File: src/rtl/pbm_pkg.sv
// Shared types and fixed-point constants for the periodic band map pixel core.
// No dependencies; imported by pbm_horner and periodic_band_map_pixel_core.
`timescale 1ns / 1ps
`default_nettype none

package pbm_pkg;

    // Internal unsigned fraction format
    localparam int          Q         = 30;
    localparam logic [30:0] ONE_Q     = 31'h4000_0000;
    localparam logic [30:0] HALF_PI_Q = 31'd1686629713;
    localparam logic [29:0] LN2_Q     = 30'd744261118;

    // Range reduction of t by ln2: k is below K_LIMIT or u underflows to zero
    localparam int          K_LIMIT   = 40;
    localparam int          K_W       = 6;
    localparam int          KT_W      = 35;
    localparam logic [63:0] KT_LIM    = 64'(K_LIMIT) * 64'(LN2_Q);

    // Pixel flags that travel with the valid bit through the whole pipeline
    typedef struct packed {
        logic        inv;
        logic [16:0] cnt;
        logic        yneg;
        logic        xneg;
    } side_t;

    // One step of the restoring division of t by ln2
    typedef struct packed {
        logic [KT_W-1:0] rem;
        logic [K_W-1:0]  k;
        logic            big;
        logic [30:0]     s;
        logic [31:0]     s2;
    } kd_t;

    // Operands that ride along the series evaluation
    typedef struct packed {
        logic [29:0]    f;
        logic [K_W-1:0] k;
        logic           big;
        logic [30:0]    s;
        logic [31:0]    s2;
    } hcar_t;

endpackage

`default_nettype wire

File: src/rtl/pbm_horner.sv
// One Horner step p' = 1 - (x*p)/DIVISOR, saturated at zero, over two register stages.
// Depends on pbm_pkg; used by periodic_band_map_pixel_core for exp, sin and cos series.
`timescale 1ns / 1ps
`default_nettype none

module pbm_horner
    import pbm_pkg::*;
#(
    parameter int DIVISOR = 1
) (
    input  wire         clk,
    input  wire         en,
    input  wire  [31:0] x,
    input  wire  [30:0] p_in,
    output logic [30:0] p_out
);

    // reciprocal that makes floor(a/DIVISOR) exact for any 32-bit a
    localparam int          L   = $clog2(DIVISOR);
    localparam int          SH  = 32 + L;
    localparam logic [63:0] M64 = ((64'd1 << SH) + 64'(DIVISOR) - 64'd1) / 64'(DIVISOR);
    localparam logic [32:0] M   = 33'(M64);

    logic [31:0] a_reg;
    logic [31:0] a_next;
    logic [30:0] p_reg;
    logic [30:0] p_next;
    logic [65:0] prod;
    logic [32:0] term;

    // first stage: x*p in Q30
    assign a_next = 32'((64'(x) * 64'(p_in)) >> Q);

    // second stage: divide by the constant, subtract from one
    always_comb
    begin
        prod   = 66'(a_reg) * 66'(M);
        term   = 33'(prod >> SH);
        p_next = (term > 33'(ONE_Q)) ? 31'd0 : 31'(33'(ONE_Q) - term);
    end

    always_ff @(posedge clk)
    begin
        if (en)
        begin
            a_reg <= a_next;
            p_reg <= p_next;
        end
    end

    assign p_out = p_reg;

endmodule

`default_nettype wire
File: config.mk
export PLATFORM = sky130hd
export DESIGN_NAME = pbm_horner
export DESIGN_NICKNAME = d
export VERILOG_FILES = /design/src/rtl/pbm_pkg.sv /design/src/rtl/pbm_horner.sv
export SDC_FILE = /design/constraint.sdc
export NUM_CORES = 2
export LEC_CHECK = 0
export BUFFER_PORTS_ARGS = -buffer_cell sky130_fd_sc_hd__buf_2
export CORE_MARGIN = 3
export CORE_UTILIZATION = 35
export CTS_BUF_LIST = sky130_fd_sc_hd__clkbuf_4 sky130_fd_sc_hd__clkbuf_8 sky130_fd_sc_hd__clkbuf_16
export CTS_CLUSTER_DIAMETER = 50
export DETAILED_ROUTE_END_ITERATION = 12
export SKIP_LAST_GASP = 1
export SYNTH_ARGS = -nofsm -noshare
export SYNTH_HDL_FRONTEND = slang
export SYNTH_SLANG_ARGS = --single-unit
File: constraint.sdc
create_clock -name clk -period 8.8 [get_ports clk]
set_clock_uncertainty 0.15 [all_clocks]
set_input_delay 0.44 -clock clk [delete_from_list [all_inputs] [get_ports clk]]
set_output_delay 0.44 -clock clk [all_outputs]
set_load 0.01 [all_outputs]
==> parameters.txt <==
Parameter                              Value

Worst setup path
  Crit path DAT ... between 8 and 9 ns
  Endpoint kind of the worst setup timing path ... register
  Capture point of the worst reg-to-reg path ... p_out[24]
  Startpoint of the most critical register-to-register path ... a_reg[8]
  Logic depth of the worst register-to-register path ... 9
  Worst path required time ... 8.80 ns
  Sort of element at the start of the critical path ... primary input
  Worst-path maximum fanout ... 32
  Critical path class ... primary input to register
  R2R Setup Slk ... ~5.3 ns

Placement
  PortBufs ... 95
  Hpwl dp ... 78,700 um
  Final weighted congestion in routability-driven placement ... 0.877
  Worst Setup Slack post-DPL ... 0.144 ns

Route
  Final wirelength ... 93,900 um
  Detail-routed via count per cell ... 4.93
  Drt drc ... 0
  1st-iter DRT viols ... 1,220
  Final antenna-violating net count ... 0
  First-pass iteration count of the detailed router ... 6
  DR WL/cell ... 19.3 um
  Overall via count from detail_route ... 24,100

Clocking
  H-Tree Depth ... 3
  CTS tree ... yes
  Post-CTS Setup Bufs ... 0
  Clock transition at the register clock pins on the worst setup and hold paths after CTS ... 0.05 ns
  Number of hold buffers added after CTS ... 0
  Root buf cell ... sky130_fd_sc_hd__clkbuf_16
  Skew-Pair Late Insertion Delay ... 0.32 ns
  Clock Path Buffers ... 2
  Resized Gates After CTS ... 0
  Num CTS Buffers ... 9
  Sinks on Clock Net ... 63

Synthesis
  Top cell type's share of synthesized area ... a little over 50%
  Number of enable-type register cells in the synthesized netlist ... 63
  Most frequent cell after synthesis ... sky130_fd_sc_hd__fa_1
  Number of unique standard cell types used by synthesis ... 54
  Count of state elements after synthesis ... 63
  Number of nets produced by synthesis ... approximately 4,800
  Cell area after technology mapping ... 33,900 sq um
  Mean instance size in the synthesized netlist ... 9.31 sq um
  Share of async-settable or async-resettable flops after synthesis ... 0%
  Post-synth top area cell ... sky130_fd_sc_hd__fa_1
  Share of the yosys chip area belonging to registers ... 5.59%
  Synth area leaders ... sky130_fd_sc_hd__fa_1 51%, sky130_fd_sc_hd__and2_1 9.4%, sky130_fd_sc_hd__ha_1 9.2%
  Leading post-synthesis cells by instance count ... 864 x sky130_fd_sc_hd__fa_1, 803 x sky130_fd_sc_hd__inv_1, 542 x sky130_fd_sc_hd__nand2_1, 506 x sky130_fd_sc_hd__and2_1, 248 x sky130_fd_sc_hd__ha_1
  Most used DFF post-synth ... sky130_fd_sc_hd__edfxtp_1
  Number of warnings printed during yosys synthesis ... 0
  Number of instances in the synthesized netlist ... 3,636

Floorplanning
  Die width ... 317 um
  Number of primary I/O pins ... 96
  Die Y-Extent ... approximately 320 um
  Die Footprint ... 100,000 sq um
  Std cell rows ... 113
  Core box area ... ~95,000 sq um
  Effective utilization at floorplan ... 35.5%

Cells and area
  Fill count ... slightly below 10,000
  Number of nets in the layout ... 4,784
  Area taken by flip-flops and latches ... approximately 1900 sq um
  Multi-input gate area ... 28,100 sq um
  Max FFs per register ... 32
  Utilization after layout ... 37.7%
  Area growth syn-to-layout ... 6.18%
  Share of cells above drive strength 1 ... 5.32%

STA
  Final hold slack ... around 0.45 ns
  Slew at the pin closest to its max-slew limit ... 0.823 ns
  Final critical path time including I/O delays and setup ... 8.41 ns
  RSZ-0062 raised after global routing ... no
  Final Max Slew Viols ... 0
  Maximum clock frequency ... 119 MHz
  Number of endpoints with negative hold slack in the final report ... 0
  Tightest slew margin relative to the limit ... 45.1%
  Post-Route Setup TNS ... 0 ns
  Final period utilization ... between 90% and 100%
  # setup viols final ... 0
  Minimum setup slack in the final design ... 0.387 ns

Global route
  Number of global-route vias before repair ... 26,800
  First-pass GRT wire length ... 151,000 um
  Largest net degree at the start of global routing ... 64
  Overall overflow remaining after global route ... 0
  Antenna violations before repair ... 4
  Total global routing track utilization ... 19.4%

Worst hold path
  Cells on Worst Hold Path ... 1
  Class of the tightest hold or removal check ... register to register
  Worst min-delay path startpoint ... a_reg[31]
  Hold Crit Endpoint ... p_out[30]

Run
  Number of max-cap violations ... 0

Outcome
  Run status ... finished clean
[area by class of cell]
type                       count  share of cell area (%)
multi-input combinational   2560                    78.3
inverter                     803                    8.39
sequential                    63                    5.26
tap                         1265                    4.40
timing repair buffer         170                    2.89
clock buffer                  10                   0.647
clock inverter                 5                  0.0731
antenna                        4                  0.0278
[metrics by stage]
stage / instances / cell area, sq um
4_1_cts: 4876 / 35900
3_5_place_dp: 4861 / 35700
3_3_place_gp: 4861 / 35700
6_report: 4880 / 35900
2_1_floorplan: 3636 / 33900
5_1_grt: 4877 / 35900
[layer usage]
metal | up-vias | global-route usage [%] | wire length, um
met2 | 579 | 35.3 | 49300
li1 | 10600 | - | -
met4 | 4 | 5.86 | 3280
met3 | 151 | 1.71 | 3720
met1 | 12800 | 24.4 | 37600
met5 | - | 0 | 24
[critical path: stages]
cell and delay (ns):
sky130_fd_sc_hd__buf_2 0.53, sky130_fd_sc_hd__and2_1 0.25, sky130_fd_sc_hd__fa_1 0.45, sky130_fd_sc_hd__fa_1 0.56, sky130_fd_sc_hd__inv_1 0.09, sky130_fd_sc_hd__fa_1 0.46, sky130_fd_sc_hd__fa_1 0.56, sky130_fd_sc_hd__inv_1 0.06
sky130_fd_sc_hd__fa_1 0.55, sky130_fd_sc_hd__fa_1 0.43, sky130_fd_sc_hd__fa_1 0.50, sky130_fd_sc_hd__fa_1 0.42, sky130_fd_sc_hd__ha_1 0.36, sky130_fd_sc_hd__and4_1 0.28, sky130_fd_sc_hd__and4_1 0.21, sky130_fd_sc_hd__and4_1 0.20
sky130_fd_sc_hd__o211ai_1 0.27, sky130_fd_sc_hd__a2111oi_0 0.71, sky130_fd_sc_hd__o21ai_0 0.31, sky130_fd_sc_hd__o21ai_0 0.39, sky130_fd_sc_hd__a31oi_1 0.14, sky130_fd_sc_hd__a311oi_1 0.21
[placed cells by master (no fill, tap or decap), types with 17 or more instances in the layout]
cell type                  count
sky130_fd_sc_hd__fa_1        864
sky130_fd_sc_hd__inv_1       803
sky130_fd_sc_hd__nand2_1     542
sky130_fd_sc_hd__and2_1      506
sky130_fd_sc_hd__ha_1        248
sky130_fd_sc_hd__buf_2        95
sky130_fd_sc_hd__buf_4        75
sky130_fd_sc_hd__edfxtp_1     63
sky130_fd_sc_hd__a21oi_1      62
sky130_fd_sc_hd__nor2_1       57
sky130_fd_sc_hd__o21ai_0      40
sky130_fd_sc_hd__xor2_1       34
sky130_fd_sc_hd__xnor2_1      30
sky130_fd_sc_hd__a21o_1       28
sky130_fd_sc_hd__nand4_1      17
[how the worst max path moves through the flow]
stage | startpoint | to | slack, ns | depth (start not counted)
floorplan | p_in[7] | a_reg[30] | 1.25 | 24
global placement | p_in[5] | a_reg[30] | 0.21 | 24
detailed placement | p_in[5] | a_reg[30] | 0.14 | 24
CTS | p_in[5] | a_reg[30] | 0.44 | 24
global route | p_in[4] | a_reg[30] | 0.004 | 22
finish | p_in[8] | a_reg[30] | 0.39 | 22
[kinds of logic (layout without fill, tap and decap cells)]
kind of cell | after synthesis | in the layout | synth area share [%]
compound gates | 194 | 194 | 3.61
xor+xnor | 64 | 64 | 1.66
fa+ha+maj | 1112 | 1112 | 60.3
buf+inv | 1013 | 988 | 11.3
flops | 63 | 63 | 5.59
other cells | 0 | 4 | 0
simple gates | 1190 | 1190 | 17.6
Power is not shown: default switching activity piles up to over one toggle a cycle in this logic, so the estimate is an artifact.
