==> config.mk <==
export PLATFORM = sky130hd
export DESIGN_NAME = pbm_udiv
export DESIGN_NICKNAME = d
export VERILOG_FILES = /design/src/rtl/pbm_udiv.sv
export SDC_FILE = /design/constraint.sdc
export NUM_CORES = 2
export LEC_CHECK = 0
export BUFFER_PORTS_ARGS = -buffer_cell sky130_fd_sc_hd__buf_2
export CORE_MARGIN = 5
export CORE_UTILIZATION = 25
export DETAILED_ROUTE_END_ITERATION = 8
export PLACE_DENSITY = 0.47
export SLEW_MARGIN = 20
export SYNTH_ARGS = -nofsm -noshare
export SYNTH_HDL_FRONTEND = slang
export SYNTH_SLANG_ARGS = --single-unit
==> constraint.sdc <==
create_clock -name clk -period 4.15 [get_ports clk]
set_input_delay 0.2075 -clock clk [delete_from_list [all_inputs] [get_ports clk]]
set_output_delay 0.2075 -clock clk [all_outputs]
set_load 0.1 [all_outputs]
==> src/rtl/pbm_udiv.sv <==
// Pipelined restoring divider, one quotient bit per stage.
// Stand-alone; used by periodic_band_map_pixel_core for x mod period and the final quotients.
`timescale 1ns / 1ps
`default_nettype none

module pbm_udiv #(
    parameter int NUM_W = 32,
    parameter int DEN_W = 20,
    parameter int QUO_W = 32
) (
    input  wire              clk,
    input  wire              en,
    input  wire [NUM_W-1:0]  num,
    input  wire [DEN_W-1:0]  den,
    output logic [QUO_W-1:0] quo,
    output logic [DEN_W-1:0] rem
);

    logic [DEN_W-1:0] rem_reg [QUO_W];
    logic [QUO_W-1:0] low_reg [QUO_W];
    logic [QUO_W-1:0] quo_reg [QUO_W];
    logic [DEN_W-1:0] den_reg [QUO_W];

    for (genvar i = 0; i < QUO_W; i++) begin : g_stage
        logic [DEN_W-1:0] rem_prev;
        logic [QUO_W-1:0] low_prev;
        logic [QUO_W-1:0] quo_prev;
        logic [DEN_W-1:0] den_prev;
        logic [DEN_W:0]   trial;
        logic             ge;
        logic [DEN_W-1:0] rem_next;

        // stage inputs: the ports for the first stage, the previous stage otherwise
        if (i == 0) begin : g_first
            assign rem_prev = DEN_W'((NUM_W + DEN_W)'(num) >> QUO_W);
            assign low_prev = QUO_W'(num);
            assign quo_prev = '0;
            assign den_prev = den;
        end else begin : g_next
            assign rem_prev = rem_reg[i-1];
            assign low_prev = low_reg[i-1];
            assign quo_prev = quo_reg[i-1];
            assign den_prev = den_reg[i-1];
        end

        // bring down one numerator bit, subtract when it fits
        always_comb
        begin
            trial    = {rem_prev, low_prev[QUO_W-1]};
            ge       = (trial >= {1'b0, den_prev});
            rem_next = ge ? DEN_W'(trial - {1'b0, den_prev}) : DEN_W'(trial);
        end

        always_ff @(posedge clk)
        begin
            if (en)
            begin
                rem_reg[i] <= rem_next;
                low_reg[i] <= low_prev << 1;
                quo_reg[i] <= {quo_prev[QUO_W-2:0], ge};
                den_reg[i] <= den_prev;
            end
        end
    end

    assign quo = quo_reg[QUO_W-1];
    assign rem = rem_reg[QUO_W-1];

endmodule

`default_nettype wire

==> results.txt <==
Die Width: 665 um
Peak supply drop: 0.320 mV
number of flip-flops under the largest register name: 640
multi-input gate area in the final layout: 35200 sq um
Period Utilization, post-route: 0.950
DR top layer: met4
worst setup path category: reg -> reg
run status: completed
placed insts: 13.7k
critical register-to-register path endpoint: rem_reg[16][5]$_DFFE_PP_
max-slew headroom at the worst pin: 0.375
DRC marker count from the first detailed-route iteration: 3688
top flip-flop cell by instance count after synthesis: sky130_fd_sc_hd__edfxtp_1
power per cell area: 745 nW/um^2
Clk Latency, worst-skew pair: 0.90 ns
start point of the worst hold path: num[22]
total grt overflow: 0
gr usage total: 0.0980
share of layout cells above drive strength 1: 0.121
sum of negative setup slack: 0 ns
Port Buffers: 105
Leakage Power: 47.8 nW
clock tree skew after final layout: 0.0587 ns
net switching share of the total power: 0.334
count of antenna-violating nets left after detailed routing: 0
count of standard-cell rows: 240
count of distinct cell types in the synthesized netlist: 88
Clock Sinks: 2284
maximum achievable frequency: 254 MHz
combined flip-flop and latch cell area: 68600 sq um
post-detailed-routing wire length: 224000 um
post-synthesis average cell area: 13.5 sq um
number of enable-type register cells in the synthesized netlist: 2284
PnR worst setup slack: 0.210 ns
Final Hold Viols: 0
routed length on met2: 102000 um
final-stage net count: 9107
number of top-level pins: 106
CTS root buf: sky130_fd_sc_hd__clkbuf_16
max capacitance violation total: 0
Comb power frac: 0.367
post-synthesis instance total: 7924
number of pins with negative max-slew slack in the final report: 0
end point of the most critical hold path: low_reg[0][22]$_DFFE_PP_
wire length of the first global-routing pass: 355000 um
count of cells along the worst register-to-register path: 11
Die Ht: 665 um
synthesized flop and latch total: 2284
area growth from synthesis to layout: 17.4%
CP Capture Type: flop
# DRC: 0
HPWL after detailed placement: 156000 um
depth of the CTS H-tree: 5
die area: 442000 sq um
CP max FO: 21
launching element type of the critical path: flop
Worst EP required: 4.75 ns
Yosys warnings: 0
pin slew with the least headroom to its limit: 0.937 ns
Synthesized Nets: 8631
vias after detailed routing: 62.4k
net switching power of the design: 31.4 mW
Max Buffers Root-to-Sink: 4
setup slack, reg-to-reg: 0.21 ns
Post-Place Worst Slack: 0.255 ns
Min-Delay Path Class: in -> reg
initial core utilization: 0.251
M1 WL: 105000 um
Final Instance Count excl. Fillers: 14.3k
setup repair after global routing missed its margin: false
Num CTS Buffers: 285
Routed WL per cell: 15.7 um
CP arrival: 4.54 ns
detailed-routed wire length on met3: 9570 um
hold path cells: 2
Reg power frac: 0.370
via/cell ratio: 4.36
clock-pin slew on the worst setup and hold paths: 0.06 ns
antenna violations before repair: 3
area of the core: 427000 sq um
total design power: 93.9 mW
sequential fraction of the synthesis area: 0.640
async set-reset flop share out of synthesis: 0
setup violators final: 0
fraction of power consumed by the clock network: 0.262
pin count of the biggest net entering global routing: 126
first-pass iteration count of the detailed router: 6
number of global-route vias before repair: 63.6k
number of fill cells in the layout: 42.7k
TritonCTS clock tree: built
Mapped Area: 107000 sq um
start of the worst register-to-register path: den_reg[0][301]$_DFFE_PP_
routability congestion estimate from global placement: 0.857
post-layout min period: 3.94 ns
Internal: 62.5 mW
[critical path, stage by stage (launching register included)]
cell and delay [ns]:
sky130_fd_sc_hd__edfxtp_1 0.44, sky130_fd_sc_hd__inv_1 0.08, sky130_fd_sc_hd__ha_1 0.23, sky130_fd_sc_hd__nor2b_1 0.14
sky130_fd_sc_hd__o31a_1 0.28, sky130_fd_sc_hd__o21ai_0 0.36, sky130_fd_sc_hd__a21oi_1 0.22, sky130_fd_sc_hd__a41oi_1 0.37
sky130_fd_sc_hd__o21ai_0 0.30, sky130_fd_sc_hd__a21oi_1 0.26, sky130_fd_sc_hd__o221a_2 0.59, sky130_fd_sc_hd__mux2_2 0.40
[routing by layer]
layer | GRT usage | vias to the layer above
met1 | 0.131 | 30300
met5 | 0 | -
met3 | 0.0182 | 444
met4 | 0.0345 | 0
li1 | - | 30600
met2 | 0.159 | 1082
[metrics by stage]
step	cell area, sq um	hold WS [ns]	utilization
5_1_grt	126000	0.0609	0.295
6_report	126000	0.130	0.295
3_3_place_gp	116000	0.384	0.271
3_5_place_dp	116000	0.386	0.271
2_1_floorplan	107000	0.306	-
4_1_cts	126000	0.00632	0.295
[cells in the final DEF, fill, tap and decap left out, drive strengths merged, types with 212 or more instances in the layout]
cell type	synthesis	layout
ha	622	622
xnor2	301	301
edfxtp	2284	2284
buf	52	212
nor2	430	430
a21oi	488	488
mux2	358	358
clkbuf	73	349
inv	784	801
a21o	229	229
o21ai	390	390
nand2	351	351
[cell families (layout without fill, tap and decap cells)]
family | after synthesis | after routing | share of synthesized area
multiplexers | 399 | 399 | 0.0415
AND/OR/NAND/NOR | 1552 | 1552 | 0.0707
buffers and inverters | 910 | 1607 | 0.0326
other | 0 | 1 | 0
flip-flops | 2284 | 2284 | 0.640
XOR/XNOR | 472 | 472 | 0.0385
AO/OA/AOI/OAI | 1654 | 1654 | 0.0988
adder cells (fa/ha/maj) | 653 | 653 | 0.0784
[cells in the mapped netlist (15+ instances only)]
library cell,count,share of area
sky130_fd_sc_hd__edfxtp_1,2284,0.64
sky130_fd_sc_hd__inv_1,782,0.027
sky130_fd_sc_hd__ha_1,622,0.073
sky130_fd_sc_hd__a21oi_1,485,0.023
sky130_fd_sc_hd__nor2_1,430,0.015
sky130_fd_sc_hd__o21ai_0,379,0.018
sky130_fd_sc_hd__mux2_2,354,0.037
sky130_fd_sc_hd__nand2_1,351,0.012
sky130_fd_sc_hd__xnor2_1,301,0.025
sky130_fd_sc_hd__a21o_1,229,0.016
sky130_fd_sc_hd__xor2_1,171,0.014
sky130_fd_sc_hd__nor3_1,129,0.0060
sky130_fd_sc_hd__nor2b_1,119,0.0069
sky130_fd_sc_hd__nand3_1,109,0.0051
sky130_fd_sc_hd__o21a_1,101,0.0071
sky130_fd_sc_hd__nand2b_1,94,0.0055
sky130_fd_sc_hd__nand4_1,88,0.0051
sky130_fd_sc_hd__clkbuf_1,73,0.0026
sky130_fd_sc_hd__and3_1,58,0.0034
sky130_fd_sc_hd__a211oi_1,47,0.0033
sky130_fd_sc_hd__or3_1,47,0.0027
sky130_fd_sc_hd__a31oi_1,46,0.0027
sky130_fd_sc_hd__mux2i_1,41,0.0038
sky130_fd_sc_hd__o211ai_1,36,0.0025
sky130_fd_sc_hd__o21bai_1,35,0.0025
sky130_fd_sc_hd__buf_2,32,0.0015
sky130_fd_sc_hd__o31a_1,32,0.0026
sky130_fd_sc_hd__fa_1,31,0.0058
sky130_fd_sc_hd__nor4_1,27,0.0016
sky130_fd_sc_hd__a211o_1,24,0.0020
sky130_fd_sc_hd__o31ai_1,24,0.0017
sky130_fd_sc_hd__or2_2,24,0.0014
sky130_fd_sc_hd__and2_1,21,0.0012
sky130_fd_sc_hd__a2111oi_0,18,0.0015
sky130_fd_sc_hd__and4_1,17,0.0014
sky130_fd_sc_hd__o41ai_1,17,0.0014
sky130_fd_sc_hd__a41oi_1,15,0.0012
[worst max path at each step]
stage,cells past startpoint,startpoint,endpoint,slack (ns)
after floorplan,11,rem_reg[29][5]$_DFFE_PP_,rem_reg[30][12]$_DFFE_PP_,0.97
after global placement,11,den_reg[0][201]$_DFFE_PP_,rem_reg[11][2]$_DFFE_PP_,0.31
after detailed placement,11,den_reg[0][281]$_DFFE_PP_,rem_reg[15][5]$_DFFE_PP_,0.25
after CTS,12,den_reg[0][241]$_DFFE_PP_,rem_reg[13][7]$_DFFE_PP_,0.26
after global routing,11,den_reg[0][301]$_DFFE_PP_,rem_reg[16][5]$_DFFE_PP_,0.007
final,11,den_reg[0][301]$_DFFE_PP_,rem_reg[16][5]$_DFFE_PP_,0.21
[repair_timing]
item	in CTS	in global routing
hold endpoints to repair	104	0
hold buffers	102	0
resized for setup	0	1
endpoints found under the setup margin	0	17
setup buffers	0	0
[power groups by stage]
| stage | Clock [mW] | Sequential (mW) | Combinational (mW) |
|---|---|---|---|
| after global placement | 0 | 35.4 | 33.4 |
| after floorplan | 0 | 34.6 | 25.9 |
| after CTS | 25.9 | 34.9 | 34.4 |
| after detailed placement | 0 | 35.2 | 34.1 |
| after global routing | 26.8 | 35.2 | 38.3 |
| final | 24.6 | 34.8 | 34.5 |
[final cells by class]
cell class | count | share of cell area
antenna | 1 | 0.0000199
timing repair buffer | 314 | 0.0218
tap | 5687 | 0.0565
multi-input combinational | 4730 | 0.280
clock inverter | 159 | 0.0145
sequential | 2284 | 0.545
inverter | 785 | 0.0234
clock buffer | 349 | 0.0591
No activity file was read; power rests on OpenSTA's default activity.
